--- config.mk ---
export PLATFORM = sky130hd
export DESIGN_NAME = shared_pool_typed_message_queue
export DESIGN_NICKNAME = d
export VERILOG_FILES = /design/src/rtl/spmq_pkg.sv /design/src/rtl/spmq_front.sv /design/src/rtl/spmq_cmdq.sv /design/src/rtl/spmq_back.sv /design/src/rtl/shared_pool_typed_message_queue.sv
export SDC_FILE = /design/constraint.sdc
export NUM_CORES = 2
export LEC_CHECK = 0
export BUFFER_PORTS_ARGS = -buffer_cell sky130_fd_sc_hd__buf_2
export CAP_MARGIN = 25
export CORE_MARGIN = 2
export CORE_UTILIZATION = 30
export CTS_CLUSTER_SIZE = 8
export DETAILED_ROUTE_END_ITERATION = 16
export HOLD_SLACK_MARGIN = 0.06
export PLACE_DENSITY_LB_ADDON = 0.15
export SLEW_MARGIN = 30
export SYNTH_ARGS = -nofsm -noshare
export SYNTH_HDL_FRONTEND = slang
export SYNTH_HIERARCHICAL = 1
export SYNTH_SLANG_ARGS = --single-unit
export TNS_END_PERCENT = 50
--- constraint.sdc ---
create_clock -name clk -period 23.8 [get_ports clk]
set_input_delay 2.38 -clock clk [delete_from_list [all_inputs] [get_ports clk]]
set_output_delay 2.38 -clock clk [all_outputs]
set_load 0.05 [all_outputs]
--- src/rtl/spmq_pkg.sv ---
// Shared types, codes and helpers for the shared-pool typed message queue.
// No dependencies; every other file imports this package.
`default_nettype none

package spmq_pkg;

  localparam int NUM_SLOTS_DEF = 8;
  localparam int NUM_TYPES_DEF = 16;
  localparam int MSG_BYTES_DEF = 8;

  localparam int DATA_W     = 64;
  localparam int LEN_W      = 4;
  localparam int MTYPE_W    = 8;
  localparam int CMDQ_DEPTH = 2;

  typedef enum logic {
    REQ_PUSH = 1'b0,
    REQ_POP  = 1'b1
  } req_t;

  typedef enum logic [2:0] {
    ST_OK        = 3'd0,
    ST_BAD_TYPE  = 3'd1,
    ST_TOO_SHORT = 3'd2,
    ST_POOL_FULL = 3'd3,
    ST_EMPTY     = 3'd4
  } status_t;

  typedef struct packed {
    req_t                req_type;
    logic [MTYPE_W-1:0]  msg_type;
    logic [LEN_W-1:0]    length;
    logic [DATA_W-1:0]   payload_data;
  } in_t;

  typedef struct packed {
    status_t             status;
    logic [LEN_W-1:0]    byte_count;
    logic [DATA_W-1:0]   read_data;
  } out_t;

  typedef struct packed {
    logic                done;
    req_t                req_type;
    status_t             status;
    logic [MTYPE_W-1:0]  msg_type;
    logic [LEN_W-1:0]    length;
    logic [DATA_W-1:0]   payload_data;
  } cmd_t;

  typedef enum logic [1:0] {
    BE_IDLE,
    BE_PTR,
    BE_SLOT,
    BE_DATA
  } be_state_t;

  function automatic logic [DATA_W-1:0] byte_mask(input logic [LEN_W-1:0] n);
    logic [DATA_W-1:0] m;
    m = '0;
    for (int b = 0; b < DATA_W / 8; b++) begin
      m[8*b +: 8] = {8{(LEN_W'(b) < n)}};
    end
    return m;
  endfunction

endpackage

`default_nettype wire

--- src/rtl/spmq_front.sv ---
// Front end: configuration register, request hand-off and classification.
// Depends on spmq_pkg; feeds spmq_cmdq.
`default_nettype none

module spmq_front import spmq_pkg::*; #(
  parameter int NUM_TYPES = NUM_TYPES_DEF,
  parameter int MSG_BYTES = MSG_BYTES_DEF
) (
  input  wire logic             clk,
  input  wire logic             rst_n,
  input  wire logic             start,
  input  wire in_t              in_data,
  input  wire logic             cfg_we,
  input  wire logic [LEN_W-1:0] cfg_wdata,
  input  wire logic             q_full,
  output logic                  busy,
  output logic                  q_push,
  output cmd_t                  q_wdata
);

  localparam logic [LEN_W-1:0] MAX_LEN = LEN_W'(MSG_BYTES + 1);

  logic [LEN_W-1:0] min_len_r;
  logic [LEN_W-1:0] len_sat;
  logic [LEN_W-1:0] psize;
  logic             type_ok;

  always_ff @(posedge clk) begin
    if (!rst_n) begin
      min_len_r <= '0;
    end else if (cfg_we) begin
      min_len_r <= cfg_wdata;
    end
  end

  assign busy    = q_full;
  assign q_push  = start && !q_full;
  assign type_ok = {1'b0, in_data.msg_type} < (MTYPE_W + 1)'(NUM_TYPES);
  assign len_sat = (in_data.length > MAX_LEN) ? MAX_LEN : in_data.length;
  assign psize   = len_sat - 1'b1;

  always_comb begin
    q_wdata              = '0;
    q_wdata.req_type     = in_data.req_type;
    q_wdata.msg_type     = in_data.msg_type;
    q_wdata.length       = in_data.length;
    q_wdata.payload_data = in_data.payload_data;
    q_wdata.status       = ST_OK;
    if (in_data.req_type == REQ_PUSH) begin
      priority if (in_data.length == '0) begin
        q_wdata.done = 1'b1;
      end else if (!type_ok) begin
        q_wdata.done   = 1'b1;
        q_wdata.status = ST_BAD_TYPE;
      end else if (psize < min_len_r) begin
        q_wdata.done   = 1'b1;
        q_wdata.status = ST_TOO_SHORT;
      end else begin
        q_wdata.length = len_sat;
      end
    end else if (!type_ok) begin
      q_wdata.done   = 1'b1;
      q_wdata.status = ST_BAD_TYPE;
    end
  end

endmodule

`default_nettype wire

--- src/rtl/spmq_cmdq.sv ---
// Short command queue between front end and back end.
// Depends on spmq_pkg.
`default_nettype none

module spmq_cmdq import spmq_pkg::*; (
  input  wire logic clk,
  input  wire logic rst_n,
  input  wire logic push,
  input  wire cmd_t wdata,
  input  wire logic pop,
  output cmd_t      head,
  output logic      full,
  output logic      empty
);

  localparam int AW = (CMDQ_DEPTH > 1) ? $clog2(CMDQ_DEPTH) : 1;
  localparam int CW = $clog2(CMDQ_DEPTH + 1);

  cmd_t            entry_r [CMDQ_DEPTH];
  logic [AW-1:0]   wptr_r;
  logic [AW-1:0]   rptr_r;
  logic [CW-1:0]   cnt_r;

  function automatic logic [AW-1:0] ptr_inc(input logic [AW-1:0] p);
    return (p == AW'(CMDQ_DEPTH - 1)) ? '0 : p + 1'b1;
  endfunction

  assign head  = entry_r[rptr_r];
  assign full  = (cnt_r == CW'(CMDQ_DEPTH));
  assign empty = (cnt_r == '0);

  always_ff @(posedge clk) begin
    if (push) begin
      entry_r[wptr_r] <= wdata;
    end
  end

  always_ff @(posedge clk) begin
    if (!rst_n) begin
      wptr_r <= '0;
      rptr_r <= '0;
      cnt_r  <= '0;
    end else begin
      if (push) begin
        wptr_r <= ptr_inc(wptr_r);
      end
      if (pop) begin
        rptr_r <= ptr_inc(rptr_r);
      end
      if (push && !pop) begin
        cnt_r <= cnt_r + 1'b1;
      end else if (pop && !push) begin
        cnt_r <= cnt_r - 1'b1;
      end
    end
  end

endmodule

`default_nettype wire

--- src/rtl/spmq_back.sv ---
// Back end: slot pool, per-type slot FIFOs, pointer store and result register.
// Depends on spmq_pkg; takes commands from spmq_cmdq.
`default_nettype none

module spmq_back import spmq_pkg::*; #(
  parameter int NUM_SLOTS = NUM_SLOTS_DEF,
  parameter int NUM_TYPES = NUM_TYPES_DEF,
  parameter int MSG_BYTES = MSG_BYTES_DEF
) (
  input  wire logic clk,
  input  wire logic rst_n,
  input  wire logic q_empty,
  input  wire cmd_t q_head,
  output logic      q_pop,
  output logic      out_valid,
  output out_t      out_data
);

  localparam int SLOT_W       = $clog2(NUM_SLOTS);
  localparam int FIFO_DEPTH   = NUM_SLOTS + 1;
  localparam int PTR_W        = $clog2(FIFO_DEPTH);
  localparam int TYPE_W       = (NUM_TYPES > 1) ? $clog2(NUM_TYPES) : 1;
  localparam int FIFO_ENTRIES = NUM_TYPES * FIFO_DEPTH;
  localparam int FADDR_W      = $clog2(FIFO_ENTRIES);
  localparam int PAY_W        = MSG_BYTES * 8;

  typedef struct packed {
    logic [PTR_W-1:0] rd;
    logic [PTR_W-1:0] wr;
  } ptr_pair_t;

  typedef struct packed {
    logic [LEN_W-1:0] size;
    logic [PAY_W-1:0] data;
  } slot_ent_t;

  ptr_pair_t           ptr_mem  [NUM_TYPES];
  logic [SLOT_W-1:0]   fifo_mem [FIFO_ENTRIES];
  slot_ent_t           slot_mem [NUM_SLOTS];

  logic [NUM_TYPES-1:0] ptr_vld_r;
  ptr_pair_t            ptr_q_r;
  logic                 ptr_q_vld_r;
  logic [SLOT_W-1:0]    fifo_q_r;
  slot_ent_t            slot_q_r;
  logic [NUM_SLOTS-1:0] busy_r;
  logic [SLOT_W-1:0]    hint_r;
  be_state_t            state_r;
  be_state_t            state_nxt;
  cmd_t                 cur_r;
  logic                 out_valid_r;
  out_t                 out_data_r;

  logic [TYPE_W-1:0]    head_ty;
  logic [TYPE_W-1:0]    cur_ty;
  logic [PTR_W-1:0]     cur_rd;
  logic [PTR_W-1:0]     cur_wr;
  logic [PTR_W-1:0]     rd_inc;
  logic [PTR_W-1:0]     wr_inc;
  logic                 ptr_empty;
  logic [FADDR_W-1:0]   fifo_addr;
  logic [LEN_W-1:0]     psize;
  logic [DATA_W-1:0]    push_masked;
  slot_ent_t            slot_wdata;
  logic [LEN_W-1:0]     pop_count;
  logic [DATA_W-1:0]    pop_data;
  logic                 slot_found;
  logic [SLOT_W-1:0]    free_slot;
  logic [SLOT_W-1:0]    hint_nxt;
  ptr_pair_t            ptr_wdata;

  logic                 ptr_we;
  logic                 fifo_we;
  logic                 fifo_re;
  logic                 slot_we;
  logic                 slot_re;
  logic                 busy_set;
  logic                 busy_clr;
  logic                 res_vld;
  out_t                 res;

  assign head_ty   = q_head.msg_type[TYPE_W-1:0];
  assign cur_ty    = cur_r.msg_type[TYPE_W-1:0];
  assign cur_rd    = ptr_q_vld_r ? ptr_q_r.rd : '0;
  assign cur_wr    = ptr_q_vld_r ? ptr_q_r.wr : '0;
  assign rd_inc    = (cur_rd == PTR_W'(NUM_SLOTS)) ? '0 : cur_rd + 1'b1;
  assign wr_inc    = (cur_wr == PTR_W'(NUM_SLOTS)) ? '0 : cur_wr + 1'b1;
  assign ptr_empty = (cur_rd == cur_wr);
  assign fifo_addr = FADDR_W'(cur_ty) * FADDR_W'(FIFO_DEPTH)
                   + FADDR_W'((cur_r.req_type == REQ_POP) ? cur_rd : cur_wr);

  assign psize           = cur_r.length - 1'b1;
  assign push_masked     = cur_r.payload_data & byte_mask(psize);
  assign slot_wdata.size = psize;
  assign slot_wdata.data = push_masked[PAY_W-1:0];

  assign pop_count = (cur_r.length < slot_q_r.size) ? cur_r.length : slot_q_r.size;
  assign pop_data  = DATA_W'(slot_q_r.data) & byte_mask(pop_count);

  assign hint_nxt  = (free_slot == SLOT_W'(NUM_SLOTS - 1)) ? '0 : free_slot + 1'b1;

  // rotating first-free search starting at the hint
  always_comb begin
    logic              hi_found;
    logic              lo_found;
    logic [SLOT_W-1:0] hi_idx;
    logic [SLOT_W-1:0] lo_idx;
    hi_found = 1'b0;
    lo_found = 1'b0;
    hi_idx   = '0;
    lo_idx   = '0;
    for (int i = NUM_SLOTS - 1; i >= 0; i--) begin
      if (!busy_r[i]) begin
        lo_found = 1'b1;
        lo_idx   = SLOT_W'(i);
        if (SLOT_W'(i) >= hint_r) begin
          hi_found = 1'b1;
          hi_idx   = SLOT_W'(i);
        end
      end
    end
    slot_found = lo_found;
    free_slot  = hi_found ? hi_idx : lo_idx;
  end

  always_comb begin
    state_nxt = state_r;
    unique case (state_r)
      BE_IDLE: begin
        if (!q_empty && !q_head.done) begin
          state_nxt = BE_PTR;
        end
      end
      BE_PTR: begin
        if (cur_r.req_type == REQ_POP && !ptr_empty) begin
          state_nxt = BE_SLOT;
        end else begin
          state_nxt = BE_IDLE;
        end
      end
      BE_SLOT: state_nxt = BE_DATA;
      BE_DATA: state_nxt = BE_IDLE;
      default: state_nxt = BE_IDLE;
    endcase
  end

  always_comb begin
    q_pop     = 1'b0;
    ptr_we    = 1'b0;
    fifo_we   = 1'b0;
    fifo_re   = 1'b0;
    slot_we   = 1'b0;
    slot_re   = 1'b0;
    busy_set  = 1'b0;
    busy_clr  = 1'b0;
    res_vld   = 1'b0;
    res       = '0;
    ptr_wdata = '0;
    unique case (state_r)
      BE_IDLE: begin
        if (!q_empty) begin
          q_pop = 1'b1;
          if (q_head.done) begin
            res_vld    = 1'b1;
            res.status = q_head.status;
          end
        end
      end
      BE_PTR: begin
        if (cur_r.req_type == REQ_PUSH) begin
          res_vld = 1'b1;
          if (!slot_found) begin
            res.status = ST_POOL_FULL;
          end else begin
            ptr_we         = 1'b1;
            ptr_wdata.rd   = cur_rd;
            ptr_wdata.wr   = wr_inc;
            fifo_we        = 1'b1;
            slot_we        = 1'b1;
            busy_set       = 1'b1;
            res.status     = ST_OK;
            res.byte_count = cur_r.length;
          end
        end else if (ptr_empty) begin
          res_vld    = 1'b1;
          res.status = ST_EMPTY;
        end else begin
          fifo_re      = 1'b1;
          ptr_we       = 1'b1;
          ptr_wdata.rd = rd_inc;
          ptr_wdata.wr = cur_wr;
        end
      end
      BE_SLOT: begin
        slot_re  = 1'b1;
        busy_clr = 1'b1;
      end
      BE_DATA: begin
        res_vld        = 1'b1;
        res.status     = ST_OK;
        res.byte_count = pop_count;
        res.read_data  = pop_data;
      end
      default: ;
    endcase
  end

  always_ff @(posedge clk) begin
    if (q_pop) begin
      ptr_q_r <= ptr_mem[head_ty];
      cur_r   <= q_head;
    end
    if (ptr_we) begin
      ptr_mem[cur_ty] <= ptr_wdata;
    end
  end

  always_ff @(posedge clk) begin
    if (fifo_we) begin
      fifo_mem[fifo_addr] <= free_slot;
    end
    if (fifo_re) begin
      fifo_q_r <= fifo_mem[fifo_addr];
    end
  end

  always_ff @(posedge clk) begin
    if (slot_we) begin
      slot_mem[free_slot] <= slot_wdata;
    end
    if (slot_re) begin
      slot_q_r <= slot_mem[fifo_q_r];
    end
  end

  always_ff @(posedge clk) begin
    if (res_vld) begin
      out_data_r <= res;
    end
  end

  always_ff @(posedge clk) begin
    if (!rst_n) begin
      state_r     <= BE_IDLE;
      ptr_vld_r   <= '0;
      ptr_q_vld_r <= 1'b0;
      busy_r      <= '0;
      hint_r      <= '0;
      out_valid_r <= 1'b0;
    end else begin
      state_r     <= state_nxt;
      out_valid_r <= res_vld;
      if (q_pop) begin
        ptr_q_vld_r <= ptr_vld_r[head_ty];
      end
      if (ptr_we) begin
        ptr_vld_r[cur_ty] <= 1'b1;
      end
      if (busy_set) begin
        busy_r[free_slot] <= 1'b1;
        hint_r            <= hint_nxt;
      end
      if (busy_clr) begin
        busy_r[fifo_q_r] <= 1'b0;
      end
    end
  end

  assign out_valid = out_valid_r;
  assign out_data  = out_data_r;

endmodule

`default_nettype wire

--- src/rtl/shared_pool_typed_message_queue.sv ---
// Top level of the shared-pool typed message queue: front end, command queue, back end.
// Depends on spmq_pkg, spmq_front, spmq_cmdq and spmq_back.
//
//   channel  ports                          transfer when
//   -------  -----------------------------  ---------------------
//   request  start, busy, in_data           start && !busy
//   result   out_valid, out_data            out_valid (one cycle)
//   config   cfg_we, cfg_wdata              cfg_we
//
// Rejected requests and empty pushes finish in the back-end idle state. Push: pointer
// store read, then slot/FIFO/pointer write. Pop: pointer read, FIFO read, slot read,
// result. The back-end sequencer and its pointer store set these steps.
// Reset is synchronous; no clearing pass, requests are taken right after reset.
// busy rises only while the two-entry command queue is full; results cannot stall.
`default_nettype none

module shared_pool_typed_message_queue import spmq_pkg::*; #(
  parameter int NUM_SLOTS = NUM_SLOTS_DEF,
  parameter int NUM_TYPES = NUM_TYPES_DEF,
  parameter int MSG_BYTES = MSG_BYTES_DEF
) (
  input  wire logic             clk,
  input  wire logic             rst_n,
  input  wire logic             start,
  output logic                  busy,
  input  wire in_t              in_data,
  output logic                  out_valid,
  output out_t                  out_data,
  input  wire logic             cfg_we,
  input  wire logic [LEN_W-1:0] cfg_wdata
);

  logic q_push;
  cmd_t q_wdata;
  logic q_pop;
  cmd_t q_head;
  logic q_full;
  logic q_empty;

  spmq_front #(
    .NUM_TYPES (NUM_TYPES),
    .MSG_BYTES (MSG_BYTES)
  ) u_front (
    .clk       (clk),
    .rst_n     (rst_n),
    .start     (start),
    .in_data   (in_data),
    .cfg_we    (cfg_we),
    .cfg_wdata (cfg_wdata),
    .q_full    (q_full),
    .busy      (busy),
    .q_push    (q_push),
    .q_wdata   (q_wdata)
  );

  spmq_cmdq u_cmdq (
    .clk   (clk),
    .rst_n (rst_n),
    .push  (q_push),
    .wdata (q_wdata),
    .pop   (q_pop),
    .head  (q_head),
    .full  (q_full),
    .empty (q_empty)
  );

  spmq_back #(
    .NUM_SLOTS (NUM_SLOTS),
    .NUM_TYPES (NUM_TYPES),
    .MSG_BYTES (MSG_BYTES)
  ) u_back (
    .clk       (clk),
    .rst_n     (rst_n),
    .q_empty   (q_empty),
    .q_head    (q_head),
    .q_pop     (q_pop),
    .out_valid (out_valid),
    .out_data  (out_data)
  );

endmodule

`default_nettype wire

==> reports/metrics.cfg <==
[run_status]
run_status = complete, no violations

[global_routing]
grt_use_met3_pct = 3.02
grt_pass1_vias = 30300
busiest_layer = met2
antenna_found_initial = 5
met2_usage_pct = 24.7
use_met1_pct = 19.4
grt_max_degree = 97
grt-ovfl-total = 0
grt_pass1_wl_mm = 218
grt_usage_pct = 14.8

[clock_tree]
cts_htree_levels = 4
cts_setup_buffers = 0
numCtsBuffers = 209
clock_tree.root_cell = clkbuf_16
cts_buffer_depth = 3
path_clk_slew_ps = 50
cts_resized = 0
cts_sinks = 1521
tritoncts = done
hold_buffers = 0
worstSkewPairLatency_ps = 840

[power]
power_density_nw_per_um2 = 113
p_leak_nw = 22.1
peakVddDrop_mv = 0.0708

[layout]
area_delta_synth_final_pct = 16.1
utilization_pct = 35.0
nets = 3339
final_layout_size_suffix_gt1_share_pct = 29.3

[setup_path]
critPathMaxFanout = 57
path_class = reg -> reg
cp_common_cell = nand2_1
cp_cell_sequence = nand2_1 -> inv_1 -> nand2_1 -> o21ai_0 -> ha_1 -> ha_4 -> buf_4 -> mux4_2 -> a22oi_1 -> a21oi_1 -> o21ai_1 -> o211ai_1 -> and3_1
cpPeakStageDelay_ps = 840
startpoint_type = register
crit_slowest_cell = buf_4
crit_path_end_kind = register
arrival_ps = 5560
crit_required_ps = 24360

[logic_synthesis]
synth_fp_nets = 3104
syn_area_per_cell_um2 = 19.9
synth_area_um2 = 59600
yosysWarnings = 6
syn_inst = 2991

[floorplan]
die_h_um = 450
boundaryPins = 158
fp.coreArea_um2 = 197000
die_x_um = 450
core.rowCount = 163
die-area_um2 = 202000
start_util_pct = 30.2

[timing]
max_freq_ghz = 0.200
whs_ps = 457
hold_viol = 0
setup_tns_ps = 0
skew_ps = 59.7
worst_pin_slew_ps = 1020
min_period_ps = 5000
min_period_over_period_pct = 21.0
slew_violations = 0
slew_headroom_pct = 31.8
rsz0062_at_grt = no
setup-violations-final = 0

[placement]
io_buffers = 157
dp_hpwl_mm = 87.2
gp_congestion = 0.747

[route]
vias = 28300
drc = 0
wl_per_cell_um = 25.3
detail-route-antenna-nets = 0
drtPass1Iterations = 5
drtIter0Drc = 2278
via_per_inst = 4.77
totalWireLength_mm = 150

[flow_run]
drv_cap = 0

[hold_path]
min_path_type = reg -> reg

## worst paths after layout
check	end	slack, ps	startpoint	cells past startpoint
setup / recovery	u_back/fifo_q_r[2]	18800	u_back/ptr_q_vld_r	13
hold / removal	u_back/ptr_vld_r[10]	460	u_back/ptr_vld_r[10]	1
setup reg to reg	u_back/fifo_q_r[2]	18800	u_back/ptr_q_vld_r	13
hold reg to reg	u_back/ptr_vld_r[10]	460	u_back/ptr_vld_r[10]	1
## critical path, delay by kind of cell (launching register included)
| family | cells | cell delay [ps] |
|---|---|---|
| AO/OA/AOI/OAI | 5 | 1260 |
| adder cells (fa/ha/maj) | 2 | 1100 |
| buffers and inverters | 2 | 960 |
| flip-flops | 1 | 490 |
| multiplexers | 1 | 410 |
| AND/OR/NAND/NOR | 3 | 390 |
## metrics by stage
step	setup slack (ps)	total power [mW]	cell area, um2	std cells
2_1_floorplan	12170	4.61	59600	2991
3_3_place_gp	18560	5.24	63200	5650
3_5_place_dp	18570	5.24	63300	5653
4_1_cts	18580	7.97	69100	5921
5_1_grt	18450	8.18	69200	5924
6_report	18800	7.84	69200	5925
## layer usage
metal | wire length (um) | vias to the layer above
met5 | 0 | -
met4 | 3300 | 0
met3 | 6710 | 215
met2 | 74900 | 642
met1 | 65000 | 15000
li1 | - | 12400
## where the power goes
part,switching (mW),leakage [nW],total [mW],internal [mW]
Combinational,1.19,5.51,1.68,0.497
Clock,1.10,2.79,2.68,1.57
Sequential,0.101,13.8,3.48,3.38
## sequential cells by signal, indices dropped and copies added (netlist names), 8 cells and up, named ones only
signal	flops
u_back/slot_mem	544
u_back/fifo_mem	432
u_cmdq/entry_r	154
u_back/ptr_mem	128
u_back/cur_r	73
u_back/out_data	71
u_back/slot_q_r	68
u_back/ptr_vld_r	16
u_back/busy_r	8
u_back/ptr_q_r	8
## placed cells by master (no fill, tap or decap), types with 25 or more instances in the layout
cell type and instances:
edfxtp_1 1481, mux4_2 292, clkbuf_16 209, nor2_1 186, buf_2 157, mux2_2 145
nand2_1 85, and2_1 85, buf_4 66, and3_1 46, clkbuf_1 40, dfxtp_1 39
inv_1 33, o21ai_0 27, ha_1 25
## final cells by class
type                            count  area [um2]
Fill cell                       18600      128000
Clock inverter                     19         387
Tap cell                         2640        3300
Antenna cell                        2        5.00
Multi-Input combinational cell   1228       13200
Clock buffer                      249        5380
Inverter                           34         130
Timing Repair Buffer              232        1470
Sequential cell                  1521       45300
Note: power is estimated with default switching activity, not from simulation.
